### src/design/tst_pkg.sv
// ----------------------------------------------------------------------------
// tst_pkg: shared types and constants of the timer slot table
// Slot count, time width, command codes, FSM states and the slot record.
// ----------------------------------------------------------------------------
package tst_pkg;

  // Table geometry
  localparam int SLOTS     = 16;
  localparam int TIME_BITS = 32;
  localparam int SLOT_W    = (SLOTS > 1) ? $clog2(SLOTS) : 1;
  localparam int CNT_W     = $clog2(SLOTS + 1);

  // Stream field widths
  localparam int FUNC_W   = 4;
  localparam int ID_W     = 5;
  localparam int AMOUNT_W = 32;
  localparam int VALUE_W  = 32;

  typedef logic [TIME_BITS-1:0] time_t;
  typedef logic [SLOT_W-1:0]    slot_idx_t;
  typedef logic [CNT_W-1:0]     slot_cnt_t;

  // Command codes carried in the input tuser
  typedef enum logic [FUNC_W-1:0] {
    FN_TICK       = 4'd0,
    FN_TIMEOUT    = 4'd1,
    FN_INTERVAL   = 4'd2,
    FN_REMAINING  = 4'd3,
    FN_SET_DELAY  = 4'd4,
    FN_POSTPONE   = 4'd5,
    FN_RESTART    = 4'd6,
    FN_CANCEL     = 4'd7,
    FN_CANCEL_ALL = 4'd8
  } func_e;

  // Result kinds carried in the output tuser
  localparam logic KIND_FIRED = 1'b0;
  localparam logic KIND_REPLY = 1'b1;

  // Sequencer states
  typedef enum logic [2:0] {
    ST_IDLE,
    ST_EXEC,
    ST_CMD_EV,
    ST_REM,
    ST_SCAN,
    ST_FLUSH,
    ST_REPLY
  } state_e;

  // One slot record as kept in the slot memory
  typedef struct packed {
    logic  periodic;
    time_t start;
    time_t delay;
  } slot_ent_t;

endpackage

### src/design/timer_slot_table_core.sv
// ----------------------------------------------------------------------------
// timer_slot_table_core: multi-channel one-shot / periodic timer table
// Slot records live in a synchronous memory with registered read; a sequencer
// runs the tick scan, cancel-all scan and per-slot read-modify-write commands.
//
// One item is taken at a time; s_axis_tready_o is high only while the
// sequencer is idle, and a finished result can still wait in the output
// register while the next item is taken. A tick with no live timer ends as
// it is taken. A tick with live timers, and a cancel-all, scan every slot
// through the slot memory's single read port, one slot per cycle with read
// and evaluate overlapped, except while a fired notice waits on an untaken
// result in the output register. Create and cancel execute and reply;
// set-delay, postpone and restart read the slot, write it back and reply;
// remaining reads, adds, compares and subtracts, and replies, but skips the
// compare and subtract on an inactive slot. A command with an id matching no
// slot, or an unused function code, goes from execute to reply. Replies wait
// while the output register holds an untaken result. Fired notices of one
// tick come in slot order, with tlast on the final one; every command gives
// a single reply with tlast set. No clearing pass is needed after reset.
// ----------------------------------------------------------------------------
module timer_slot_table_core (
  input  logic        clk_i,
  input  logic        rst_ni,
  // Input stream
  input  logic        s_axis_tvalid_i,
  output logic        s_axis_tready_o,
  input  logic [39:0] s_axis_tdata_i,   // [4:0] timer_id, [36:5] amount,
                                        // [37] include_intervals, [39:38] zero
  input  logic [3:0]  s_axis_tuser_i,   // [3:0] func
  // Result stream
  output logic        m_axis_tvalid_o,
  input  logic        m_axis_tready_i,
  output logic [31:0] m_axis_tdata_o,   // [31:0] result_value
  output logic [0:0]  m_axis_tuser_o,   // [0] result_kind
  output logic        m_axis_tlast_o    // last_of_run
);

  localparam int SLOTS  = tst_pkg::SLOTS;
  localparam int SLOT_W = tst_pkg::SLOT_W;
  localparam int CNT_W  = tst_pkg::CNT_W;
  localparam int VAL_W  = tst_pkg::VALUE_W;

  // --------------------------------------------------------------------------
  // Declarations
  // --------------------------------------------------------------------------
  tst_pkg::state_e    state_q, state_d;
  tst_pkg::time_t     now_q, now_d;
  logic [SLOTS-1:0]   active_q, active_d;
  tst_pkg::slot_idx_t stack_q [SLOTS];
  tst_pkg::slot_idx_t stack_d [SLOTS];
  tst_pkg::slot_cnt_t free_cnt_q, free_cnt_d;
  tst_pkg::slot_cnt_t live_cnt_q, live_cnt_d;

  // Latched command
  tst_pkg::func_e     func_q, func_d;
  logic               hit_q, hit_d;
  tst_pkg::slot_idx_t sel_q, sel_d;
  tst_pkg::time_t     amount_q, amount_d;
  logic               incl_q, incl_d;

  // Scan pipeline
  tst_pkg::slot_cnt_t rd_idx_q, rd_idx_d;
  logic               ev_v_q, ev_v_d;
  tst_pkg::slot_idx_t ev_idx_q, ev_idx_d;
  logic               pend_v_q, pend_v_d;
  tst_pkg::slot_idx_t pend_idx_q, pend_idx_d;

  tst_pkg::time_t     due_q, due_d;
  logic [VAL_W-1:0]   reply_q, reply_d;

  // Output register
  logic               out_v_q, out_v_d;
  logic               out_kind_q, out_kind_d;
  logic [VAL_W-1:0]   out_val_q, out_val_d;
  logic               out_last_q, out_last_d;

  // Slot memory
  tst_pkg::slot_ent_t slot_mem [SLOTS];
  tst_pkg::slot_ent_t mem_rdata_q;
  logic               mem_re, mem_we;
  tst_pkg::slot_idx_t mem_raddr, mem_waddr;
  tst_pkg::slot_ent_t mem_wdata;

  // Helpers
  logic               accept, out_free;
  logic               free_req;
  tst_pkg::slot_idx_t free_idx;
  tst_pkg::slot_cnt_t free_dec;
  tst_pkg::slot_idx_t new_slot;
  logic [4:0]         in_id;
  logic               in_hit;
  logic               start_gt, fire, stall, adv;
  tst_pkg::time_t     elapsed;

  // --------------------------------------------------------------------------
  // Input decode
  // --------------------------------------------------------------------------
  assign s_axis_tready_o = (state_q == tst_pkg::ST_IDLE);
  assign accept          = s_axis_tvalid_i && s_axis_tready_o;
  assign in_id           = s_axis_tdata_i[4:0];
  assign in_hit          = (in_id != 5'd0) && (in_id <= SLOTS);
  assign out_free        = !out_v_q || m_axis_tready_i;

  assign free_dec = free_cnt_q - tst_pkg::slot_cnt_t'(1);
  assign new_slot = stack_q[free_dec[SLOT_W-1:0]];

  // Expiry test for the slot under evaluation
  assign start_gt = mem_rdata_q.start > now_q;
  assign elapsed  = now_q - mem_rdata_q.start;

  always_comb begin
    if (func_q == tst_pkg::FN_TICK) begin
      fire = active_q[ev_idx_q] && !start_gt && (elapsed >= mem_rdata_q.delay);
    end else begin
      fire = active_q[ev_idx_q] && (incl_q || !mem_rdata_q.periodic);
    end
  end

  // Hold evaluation while a fired notice cannot be handed to the output
  assign stall = (func_q == tst_pkg::FN_TICK) && ev_v_q && fire && pend_v_q && !out_free;
  assign adv   = !ev_v_q || !stall;

  // --------------------------------------------------------------------------
  // Next state and datapath
  // --------------------------------------------------------------------------
  always_comb begin
    state_d    = state_q;
    now_d      = now_q;
    active_d   = active_q;
    stack_d    = stack_q;
    free_cnt_d = free_cnt_q;
    live_cnt_d = live_cnt_q;
    func_d     = func_q;
    hit_d      = hit_q;
    sel_d      = sel_q;
    amount_d   = amount_q;
    incl_d     = incl_q;
    rd_idx_d   = rd_idx_q;
    ev_v_d     = ev_v_q;
    ev_idx_d   = ev_idx_q;
    pend_v_d   = pend_v_q;
    pend_idx_d = pend_idx_q;
    due_d      = due_q;
    reply_d    = reply_q;
    out_v_d    = out_v_q;
    out_kind_d = out_kind_q;
    out_val_d  = out_val_q;
    out_last_d = out_last_q;
    mem_re     = 1'b0;
    mem_raddr  = sel_q;
    mem_we     = 1'b0;
    mem_waddr  = sel_q;
    mem_wdata  = mem_rdata_q;
    free_req   = 1'b0;
    free_idx   = sel_q;

    // Drop a result the sink has taken
    if (out_v_q && m_axis_tready_i) begin
      out_v_d = 1'b0;
    end

    unique case (state_q)
      tst_pkg::ST_IDLE: begin
        if (accept) begin
          func_d   = tst_pkg::func_e'(s_axis_tuser_i);
          hit_d    = in_hit;
          sel_d    = SLOT_W'(in_id - 5'd1);
          amount_d = tst_pkg::time_t'(s_axis_tdata_i[36:5]);
          incl_d   = s_axis_tdata_i[37];
          reply_d  = '0;
          rd_idx_d = '0;
          ev_v_d   = 1'b0;
          pend_v_d = 1'b0;
          if (tst_pkg::func_e'(s_axis_tuser_i) == tst_pkg::FN_TICK) begin
            now_d = now_q + tst_pkg::time_t'(1);
            if (live_cnt_q != '0) begin
              state_d = tst_pkg::ST_SCAN;
            end
          end else if (tst_pkg::func_e'(s_axis_tuser_i) == tst_pkg::FN_CANCEL_ALL) begin
            state_d = tst_pkg::ST_SCAN;
          end else begin
            state_d = tst_pkg::ST_EXEC;
          end
        end
      end

      tst_pkg::ST_EXEC: begin
        state_d = tst_pkg::ST_REPLY;
        case (func_q) inside
          tst_pkg::FN_TIMEOUT, tst_pkg::FN_INTERVAL: begin
            // Pop a free slot and write its whole record
            if (free_cnt_q != '0 && live_cnt_q < SLOTS) begin
              free_cnt_d         = free_dec;
              live_cnt_d         = live_cnt_q + tst_pkg::slot_cnt_t'(1);
              active_d[new_slot] = 1'b1;
              mem_we             = 1'b1;
              mem_waddr          = new_slot;
              mem_wdata.periodic = (func_q == tst_pkg::FN_INTERVAL);
              mem_wdata.start    = now_q;
              mem_wdata.delay    = amount_q;
              reply_d            = VAL_W'(new_slot) + VAL_W'(1);
            end
          end
          tst_pkg::FN_REMAINING, tst_pkg::FN_SET_DELAY,
          tst_pkg::FN_POSTPONE, tst_pkg::FN_RESTART: begin
            if (hit_q) begin
              mem_re  = 1'b1;
              state_d = tst_pkg::ST_CMD_EV;
            end
          end
          tst_pkg::FN_CANCEL: begin
            if (hit_q && active_q[sel_q]) begin
              free_req = 1'b1;
            end
          end
          default: begin
          end
        endcase
      end

      tst_pkg::ST_CMD_EV: begin
        state_d = tst_pkg::ST_REPLY;
        case (func_q)
          tst_pkg::FN_REMAINING: begin
            if (active_q[sel_q]) begin
              due_d   = mem_rdata_q.start + mem_rdata_q.delay;
              state_d = tst_pkg::ST_REM;
            end
          end
          tst_pkg::FN_SET_DELAY: begin
            mem_we          = 1'b1;
            mem_wdata.delay = amount_q;
          end
          tst_pkg::FN_POSTPONE: begin
            mem_we          = 1'b1;
            mem_wdata.start = mem_rdata_q.start + amount_q;
          end
          tst_pkg::FN_RESTART: begin
            mem_we          = 1'b1;
            mem_wdata.start = now_q;
          end
          default: begin
          end
        endcase
      end

      tst_pkg::ST_REM: begin
        if (now_q < due_q) begin
          reply_d = VAL_W'(due_q - now_q);
        end
        state_d = tst_pkg::ST_REPLY;
      end

      tst_pkg::ST_SCAN: begin
        // Evaluate the slot whose record the read port last returned
        if (ev_v_q && !stall && fire) begin
          if (func_q == tst_pkg::FN_TICK) begin
            if (mem_rdata_q.periodic) begin
              mem_we          = 1'b1;
              mem_waddr       = ev_idx_q;
              mem_wdata.start = now_q;
            end else begin
              free_req = 1'b1;
              free_idx = ev_idx_q;
            end
            // Hand over the previous notice; it is not the last one
            if (pend_v_q) begin
              out_v_d    = 1'b1;
              out_kind_d = tst_pkg::KIND_FIRED;
              out_val_d  = VAL_W'(pend_idx_q) + VAL_W'(1);
              out_last_d = 1'b0;
            end
            pend_v_d   = 1'b1;
            pend_idx_d = ev_idx_q;
          end else begin
            free_req = 1'b1;
            free_idx = ev_idx_q;
          end
        end
        // Advance the read side
        if (adv) begin
          if (rd_idx_q != CNT_W'(SLOTS)) begin
            mem_re    = 1'b1;
            mem_raddr = rd_idx_q[SLOT_W-1:0];
            ev_v_d    = 1'b1;
            ev_idx_d  = rd_idx_q[SLOT_W-1:0];
            rd_idx_d  = rd_idx_q + tst_pkg::slot_cnt_t'(1);
          end else begin
            ev_v_d = 1'b0;
            if (func_q == tst_pkg::FN_TICK) begin
              state_d = tst_pkg::ST_FLUSH;
            end else begin
              reply_d = '0;
              state_d = tst_pkg::ST_REPLY;
            end
          end
        end
      end

      tst_pkg::ST_FLUSH: begin
        // Emit the final notice of the tick with tlast
        if (!pend_v_q) begin
          state_d = tst_pkg::ST_IDLE;
        end else if (out_free) begin
          out_v_d    = 1'b1;
          out_kind_d = tst_pkg::KIND_FIRED;
          out_val_d  = VAL_W'(pend_idx_q) + VAL_W'(1);
          out_last_d = 1'b1;
          pend_v_d   = 1'b0;
          state_d    = tst_pkg::ST_IDLE;
        end
      end

      tst_pkg::ST_REPLY: begin
        if (out_free) begin
          out_v_d    = 1'b1;
          out_kind_d = tst_pkg::KIND_REPLY;
          out_val_d  = reply_q;
          out_last_d = 1'b1;
          state_d    = tst_pkg::ST_IDLE;
        end
      end

      default: begin
        state_d = tst_pkg::ST_IDLE;
      end
    endcase

    // Free one slot: clear it and push it onto the free stack
    if (free_req) begin
      active_d[free_idx] = 1'b0;
      if (live_cnt_q != '0) begin
        live_cnt_d = live_cnt_q - tst_pkg::slot_cnt_t'(1);
      end
      if (free_cnt_q < SLOTS) begin
        stack_d[free_cnt_q[SLOT_W-1:0]] = free_idx;
        free_cnt_d = free_cnt_q + tst_pkg::slot_cnt_t'(1);
      end
    end
  end

  // --------------------------------------------------------------------------
  // Control registers
  // --------------------------------------------------------------------------
  always_ff @(posedge clk_i or negedge rst_ni) begin
    if (!rst_ni) begin
      state_q    <= tst_pkg::ST_IDLE;
      now_q      <= '0;
      active_q   <= '0;
      free_cnt_q <= CNT_W'(SLOTS);
      live_cnt_q <= '0;
      ev_v_q     <= 1'b0;
      pend_v_q   <= 1'b0;
      out_v_q    <= 1'b0;
      for (int i = 0; i < SLOTS; i++) begin
        stack_q[i] <= SLOT_W'(SLOTS - 1 - i);
      end
    end else begin
      state_q    <= state_d;
      now_q      <= now_d;
      active_q   <= active_d;
      free_cnt_q <= free_cnt_d;
      live_cnt_q <= live_cnt_d;
      ev_v_q     <= ev_v_d;
      pend_v_q   <= pend_v_d;
      out_v_q    <= out_v_d;
      stack_q    <= stack_d;
    end
  end

  // Payload registers
  always_ff @(posedge clk_i) begin
    func_q     <= func_d;
    hit_q      <= hit_d;
    sel_q      <= sel_d;
    amount_q   <= amount_d;
    incl_q     <= incl_d;
    rd_idx_q   <= rd_idx_d;
    ev_idx_q   <= ev_idx_d;
    pend_idx_q <= pend_idx_d;
    due_q      <= due_d;
    reply_q    <= reply_d;
    out_kind_q <= out_kind_d;
    out_val_q  <= out_val_d;
    out_last_q <= out_last_d;
  end

  // --------------------------------------------------------------------------
  // Slot memory: one write port, one registered read port
  // --------------------------------------------------------------------------
  always_ff @(posedge clk_i) begin
    if (mem_we) begin
      slot_mem[mem_waddr] <= mem_wdata;
    end
    if (mem_re) begin
      mem_rdata_q <= slot_mem[mem_raddr];
    end
  end

  // --------------------------------------------------------------------------
  // Outputs
  // --------------------------------------------------------------------------
  assign m_axis_tvalid_o = out_v_q;
  assign m_axis_tdata_o  = out_val_q;
  assign m_axis_tuser_o  = out_kind_q;
  assign m_axis_tlast_o  = out_last_q;

  // --------------------------------------------------------------------------
  // Assertions
  // --------------------------------------------------------------------------
  logic [CNT_W:0] cnt_sum;
  assign cnt_sum = {1'b0, free_cnt_q} + {1'b0, live_cnt_q};

  a_count_balance: assert property (@(posedge clk_i) disable iff (!rst_ni)
    cnt_sum == (CNT_W + 1)'(SLOTS))
    else $error("free and live counts do not add up to the slot count");

  a_live_matches_active: assert property (@(posedge clk_i) disable iff (!rst_ni)
    live_cnt_q == CNT_W'($countones(active_q)))
    else $error("live count differs from number of active slots");

  a_reply_is_last: assert property (@(posedge clk_i) disable iff (!rst_ni)
    (out_v_q && out_kind_q == tst_pkg::KIND_REPLY) |-> out_last_q)
    else $error("command reply without tlast");

  a_no_write_on_read_slot: assert property (@(posedge clk_i) disable iff (!rst_ni)
    (state_q == tst_pkg::ST_SCAN && mem_we && mem_re) |-> (mem_waddr != mem_raddr))
    else $error("scan writes the slot it is reading");

endmodule

### config.mk
export PLATFORM = sky130hd
export DESIGN_NAME = timer_slot_table_core
export DESIGN_NICKNAME = d
export VERILOG_FILES = /design/src/design/tst_pkg.sv /design/src/design/timer_slot_table_core.sv
export SDC_FILE = /design/constraint.sdc
export NUM_CORES = 2
export LEC_CHECK = 0
export ABC_AREA = 1
export BUFFER_PORTS_ARGS = -buffer_cell sky130_fd_sc_hd__buf_2
export CORE_MARGIN = 2
export CORE_UTILIZATION = 30
export CTS_CLUSTER_SIZE = 10
export DETAILED_ROUTE_END_ITERATION = 10
export HOLD_SLACK_MARGIN = 0.08
export PLACE_DENSITY_LB_ADDON = 0.05
export SLEW_MARGIN = 20
export SYNTH_ARGS = -nofsm -noshare
export SYNTH_HDL_FRONTEND = slang
export SYNTH_SLANG_ARGS = --single-unit
### constraint.sdc
create_clock -name clk_i -period 8.55 [get_ports clk_i]
set_input_delay 0.4275 -clock clk_i [delete_from_list [all_inputs] [get_ports clk_i]]
set_output_delay 0.4275 -clock clk_i [all_outputs]
set_load 0.005 [all_outputs]
# Word-level counts from Yosys, hierarchy flattened
# Memories as Yosys holds them, arrays and structs flattened. A register that Yosys moved wholly into a read port is not among the register bits.
# Cells that the tools add are included.
[totals] reg_bits=281 ramBits=1040 inputBits=48 elab_cells=287 memories=1
[op_classes] addsub=13 magnitude_cmp=15 eq_ne=30 mux=134 n_bitwise=5 n_reduce_logical=52
[memory_table] memory="slot_mem" depth=16 word_bits=65 rd=1 rd_clocked_by_memory_dff=1 write_ports=1 line="timer_slot_table_core.sv:78" rtl="tst_pkg::slot_ent_t slot_mem [SLOTS];"
[ops] cell="2-to-1 mux 32 bit" count=17
[ops] cell="one-hot mux 32 bit (3 select lines)" count=2
[ops] cell="2-to-1 mux 65 bit" count=2
[ops] cell="one-hot mux 32 bit (2 select lines)" count=2
[ops] cell="one-hot mux 32 bit (4 select lines)" count=1
[ops] cell="2-to-1 mux 5 bit" count=13
[ops] cell="adder 32 bit" count=2
[ops] cell="bitwise mux 64 bit" count=1
[ops] cell="2-to-1 mux 16 bit" count=4
[ops] cell="subtractor 32 bit" count=2
[ops] cell="2-to-1 mux 4 bit" count=15
[ops] cell="2-to-1 mux 1 bit" count=46
[ops] cell="2-to-1 mux 3 bit" count=13
[ops] cell="adder 32 x 1 -> 32 bit, second input constant" count=1
[ops] cell="greater-or-equal comparator 32 bit" count=1
[ops] cell="greater-than comparator 32 bit" count=1
[ops] cell="< comparator 32 bit" count=1
[ops] cell="!= test 2 bit, second input constant" count=12
[ops] cell="one-hot mux 3 bit (7 select lines)" count=1
[ops] cell="< comparator 4 x 5 -> 1 bit, second input constant" count=4
[ops] cell="logical AND 1 bit" count=17
[ops] cell="bitwise AND 16 bit" count=1
[ops] cell="binary-select mux 4 bit (select 4 bit)" count=1
[ops] cell="demux 4 bit (select 4 bit)" count=1
[ops] cell="other kinds (46)" count=88

# Longest topological paths before layout
[logic_depth] word_depth=20 mapped_depth=35 ltp_nobuf=34

# Worst setup path before layout
# No wires, ideal clock.
[synth_path] path_kind="register to register" from="reg now_q[0]" to="mem slot_mem[3][0] (netlist name) (enable)" t_arrival_ps=7097 path_slack_ps=964 stages_incl_launch_ff=33 n_path_buf=1 cell_sequence="dfrtp_1 -> inv_1 -> ha_1 -> fa_1 -> nand3b_1 -> nand2_1 -> nand2_1 -> nand2_2 -> nand2_1 -> nand2_2 -> a21boi_0 -> o21ai_0 -> a21boi_0 -> o21ai_0 -> a21oi_1 -> xor2_1 -> ha_1 -> nand2_1 -> nor2_1 -> nand2_1 -> inv_1 -> a21oi_1 -> nand2_1 -> nand4_4 -> nand2_1 -> nor2_1 -> nand2_1 -> buf_2 -> nor2_1 -> nor2_1 -> nor2_1 -> nand2_1 -> nor2_1"
[synth_between] elab_chain_cells=15 word_cells_on_any_way=19
[synth_lines] element="start: declaration" line="timer_slot_table_core.sv:47" rtl="tst_pkg::time_t now_q, now_d;"
[synth_lines] element="start signal: assignment" line="timer_slot_table_core.sv:360" rtl="now_q <= now_d;"
[synth_lines] element="branches (longest 3 deep; another with subtractor 32 bit)"
[synth_lines] element="logical AND 1 bit *" line="timer_slot_table_core.sv:113" rtl="fire = active_q[ev_idx_q] && !start_gt && (elapsed >= mem_rdata_q.delay);"
[synth_lines] element="2-to-1 mux 1 bit *" line="timer_slot_table_core.sv:112" rtl="if (func_q == tst_pkg::FN_TICK) begin"
[synth_lines] element="logical AND 1 bit (3 in a row)" line="timer_slot_table_core.sv:120" rtl="assign stall = (func_q == tst_pkg::FN_TICK) && ev_v_q && fire && pend_v_q && !out_free;"
[synth_lines] element="logical NOT 1 bit" line="timer_slot_table_core.sv:256" rtl="if (ev_v_q && !stall && fire) begin"
[synth_lines] element="logical AND 1 bit" line="timer_slot_table_core.sv:256"
[synth_lines] element="logical AND 1 bit *" line="timer_slot_table_core.sv:256"
[synth_lines] element="2-to-1 mux 1 bit" line="timer_slot_table_core.sv:256"
[synth_lines] element="one-hot mux 1 bit (3 select lines)" line="timer_slot_table_core.sv:162" rtl="unique case (state_q)"
[synth_lines] element="2-to-1 mux 1 bit" line="timer_slot_table_core.sv:392" rtl="if (mem_we) begin"
[synth_lines] element="2-to-1 mux 1 bit (implied by the code)" line="timer_slot_table_core.sv:393" rtl="slot_mem[mem_waddr] <= mem_wdata;"
[synth_lines] element="end: declaration" line="timer_slot_table_core.sv:78"
# Mark *: on every way between the ends.

# Final worst setup path
[layout_path] from="reg mem_rdata_q[41] (netlist name)" to="mem slot_mem[9][46] (netlist name) (enable)"
[layout_between] elab_chain_cells=15 word_cells_on_any_way=19
[layout_lines] element="branches (longest 3 deep; another with subtractor 32 bit)"
[layout_lines] element="logical AND 1 bit *" line="timer_slot_table_core.sv:113"
[layout_lines] element="2-to-1 mux 1 bit *" line="timer_slot_table_core.sv:112"
[layout_lines] element="logical AND 1 bit (3 in a row)" line="timer_slot_table_core.sv:120"
[layout_lines] element="logical NOT 1 bit" line="timer_slot_table_core.sv:256"
[layout_lines] element="logical AND 1 bit" line="timer_slot_table_core.sv:256"
[layout_lines] element="logical AND 1 bit *" line="timer_slot_table_core.sv:256"
[layout_lines] element="2-to-1 mux 1 bit" line="timer_slot_table_core.sv:256"
[layout_lines] element="one-hot mux 1 bit (3 select lines)" line="timer_slot_table_core.sv:162"
[layout_lines] element="2-to-1 mux 1 bit" line="timer_slot_table_core.sv:392"
[layout_lines] element="2-to-1 mux 1 bit (implied by the code)" line="timer_slot_table_core.sv:393"
# Marks and branches as above.

==> summary.md <==
| Metric | Value |
|---|---|
| Status | `complete, no violations` |
| Critical Path Most Common Cell | `nand2_1` |
| Final nets | `7723` |
| Kind of critical path | `flop to flop` |
| Initial antenna violation count | `10` |
| Warnings, synthesis | `0` |
| FF-to-FF End | `slot_mem[9][46]` |
| Via density per instance | `4.85` |
| Clk_skew | `0.0412 ns` |
| CTS tree | `yes` |
| Number of synthesized flops with an enable pin | `1258` |
| Horiz. Die Dim | `486 microns` |
| Worst path depth | `33` |
| Power, Total | `30.4 mW` |
| P&R area growth vs syn | `15.0%` |
| Port-buffer cells | `81` |
| Number of global-route vias before repair | `50.5k` |
| Dpl ws | `0.966 ns` |
| Num CTS Buffers | `173` |
| Critical path's top delay family | `simple AND/OR/NAND/NOR gates` |
| Largest net degree at the start of global routing | `105` |
| Syn Area/Cell | `9.47 sq um` |
| Synth top area share | `54.3%` |
| Wirelength, routed | `247 mm` |
| Maximum clock rate | `0.130 GHz` |
| Std cell rows | `176` |
| Global-route wire length before repair | `361 mm` |
| Chip Height | `486 microns` |
| RR Startpoint | `mem_rdata_q[41]` |
| Post-route DRC | `0` |
| Clk sinks | `1386` |
| HP Class | `input port to asynchronous set/reset pin` |
| Asr flop ratio synth | `9.24%` |
| Crit path time final | `7.68 ns` |
| Commonest non-fill, non-tap cell in the layout | `inv_1` |
| CP Launch Type | `flop` |
| Placer Congestion | `0.866` |
| R2R Setup Slk | `0.87 ns` |
| Detailed placement HPWL | `156 mm` |
| Data required, critical path | `9.00 ns` |
| Max Root-Sink Buffers | `3` |
| Worst r2r path cells | `33` |
| Slowest cell on crit path | `edfxtp_1` |
| Final TNS setup | `0 ns` |
| Seq cells post-synth | `1386` |
| Fin crit share | `89.8%` |
| Share of layout cells above drive strength 1 | `7.75%` |
| Slowest stage delay, CP | `0.76 ns` |
| Gate Count Post-Synth | `7352` |
| DR pass1 iterations | `6` |
| Max-cap violation count | `0` |
| WP data arrival | `8.13 ns` |
| # setup viols final | `0` |
| Register Area | `41000 sq um` |
| RSZ-0062 raised after global routing | `false` |
| Gr usage total | `20.8%` |
| Worst slew margin | `25.6%` |
| H-Tree Level Count | `4` |
| Cell variety after synth | `61` |
| Hold Vio Cnt, Final | `0` |
| Wire per inst | `23.2 microns` |
| Leakage | `34.0 nW` |
| Top FF cell, synth | `edfxtp_1` |
| Max IR drop VDD | `0.320 mV` |
| Worst-path clk slew | `0.06 ns` |
| Largest cells by area after synthesis | `edfxtp_1 (54%), nand3_1 (9.7%), inv_1 (7.9%)` |
| Multi-input gate area | `21900 sq um` |
| Syn_nets | `7578` |
| # Post-CTS Setup Buffers | `0` |
| Die area | `236000 sq um` |
| Fillers | `23.5k` |
| WP buf/inv | `5` |
| CORE AREA | `230000 sq um` |
| Grt total ovfl | `0` |
| Initial Utilization | `30.2%` |
| CTS root buf | `clkbuf_16` |
| Antenna Nets Post-Route | `0` |
| Resized cells post-CTS | `0` |
| I/O pin cnt | `84` |
| Power per cell area | `380 nW/um^2` |
| CTS Hold Buffers Added | `46` |
| CP max FO | `32` |
| Max Slew Vio Count | `0` |
| Tightest Pin Transition | `1.12 ns` |
| Dominant cell type by area after synthesis | `edfxtp_1` |
| Most frequent cells in the layout | `inv_1 (1452), nand3_1 (1353), nand2_1 (1329)` |
| Area of the mapped netlist | `69600 sq um` |
| Launch point of the worst path | `mem_rdata_q[41]` |
| Vias | `51.5k` |
| Setup ws final | `0.870 ns` |
| Crit path capture type | `flop` |
| Clock latency on the worst-skew pair | `0.83 ns` |
| Post-synthesis sequential area ratio | `58.9%` |
| Initial drt markers | `3847` |
[registers in the layout (all words and copies together), names as in the netlist, 3 cells and up]
signal,count
slot_mem,1040
mem_rdata_q,65
stack_q,64
amount_q,32
due_q,32
m_axis_tdata_o,32
now_q,32
reply_q,32
active_q,16
free_cnt_q,5
live_cnt_q,5
rd_idx_q,5
ev_idx_q,4
func_q,4
pend_idx_q,4
sel_q,4
state_q,3
[kinds of logic (layout without fill, tap and decap cells)]
kind of cell,count (synthesis),in the layout,share of synthesized area [%]
buf+inv,1780,2028,10.1
other cells,0,5,0
xor+xnor,124,124,1.56
mux,6,6,0.0881
compound gates,767,767,6.32
simple gates,3111,3111,19.7
fa+ha+maj,178,178,3.24
flops,1386,1386,58.9
[per-stage QoR]
stage	instance area [sq um]	util (%)	cells	hold slack (ns)
after floorplan	69600	-	7352	0.132
after global placement	74400	32.3	10300	0.460
after detailed placement	74400	32.3	10300	0.465
after CTS	80000	34.7	10600	0.109
after global routing	80100	34.8	10600	0.151
final	80100	34.8	10600	0.170
[routing by layer]
layer / vias up / share of wire, % / GRT usage (%) / wire, microns
li1: 24700 / - / - / -
met1: 25400 / 48 / 30.0 / 119000
met2: 1078 / 46 / 33.4 / 113000
met3: 304 / 3.8 / 2.29 / 9260
met4: 0 / 2.2 / 4.89 / 5420
met5: - / 0 / 0 / 0
[how the worst max path moves through the flow]
stage / to / slack, ns
final: slot_mem[9][46] / 0.87
after global routing: slot_mem[10][33] / 0.45
after CTS: slot_mem[10][5] / 0.94
after detailed placement: slot_mem[10][15] / 0.97
after global placement: slot_mem[10][46] / 0.96
after floorplan: slot_mem[3][0] / 0.96
[cell type report]
class | instances | area share (%)
sequential | 1386 | 51.2
tap | 3026 | 4.73
antenna | 5 | 0.0156
inverter | 1463 | 6.87
clock buffer | 229 | 5.77
multi-input combinational | 4186 | 27.4
timing repair buffer | 287 | 3.34
clock inverter | 49 | 0.667
[synthesized netlist by cell type (7+ instances only)]
cell,instances
a21o_1,17
o21bai_1,11
a31oi_1,17
o221ai_1,26
a221oi_1,7
o211ai_1,40
dfstp_2,33
dfrtp_1,95
inv_1,1456
o21a_1,11
xnor2_1,28
nor3_1,23
nand3_1,1355
xor2_1,96
nor4_1,15
nand4_1,34
nand2_1,1332
ha_1,174
o21ai_0,255
clkbuf_1,108
nor2_1,307
a21boi_0,9
edfxtp_1,1258
a21oi_1,268
o22ai_1,13
buf_2,153
o32ai_1,8
o21ai_1,33
a22oi_1,27
buf_1,13
buf_4,38
[power breakdown]
part           internal, mW  switching, mW
Clock                  3.90           2.94
Sequential             9.49          0.683
Combinational          3.68           9.73
Total                  17.1           13.4
Power figures use the tool's default switching activity.
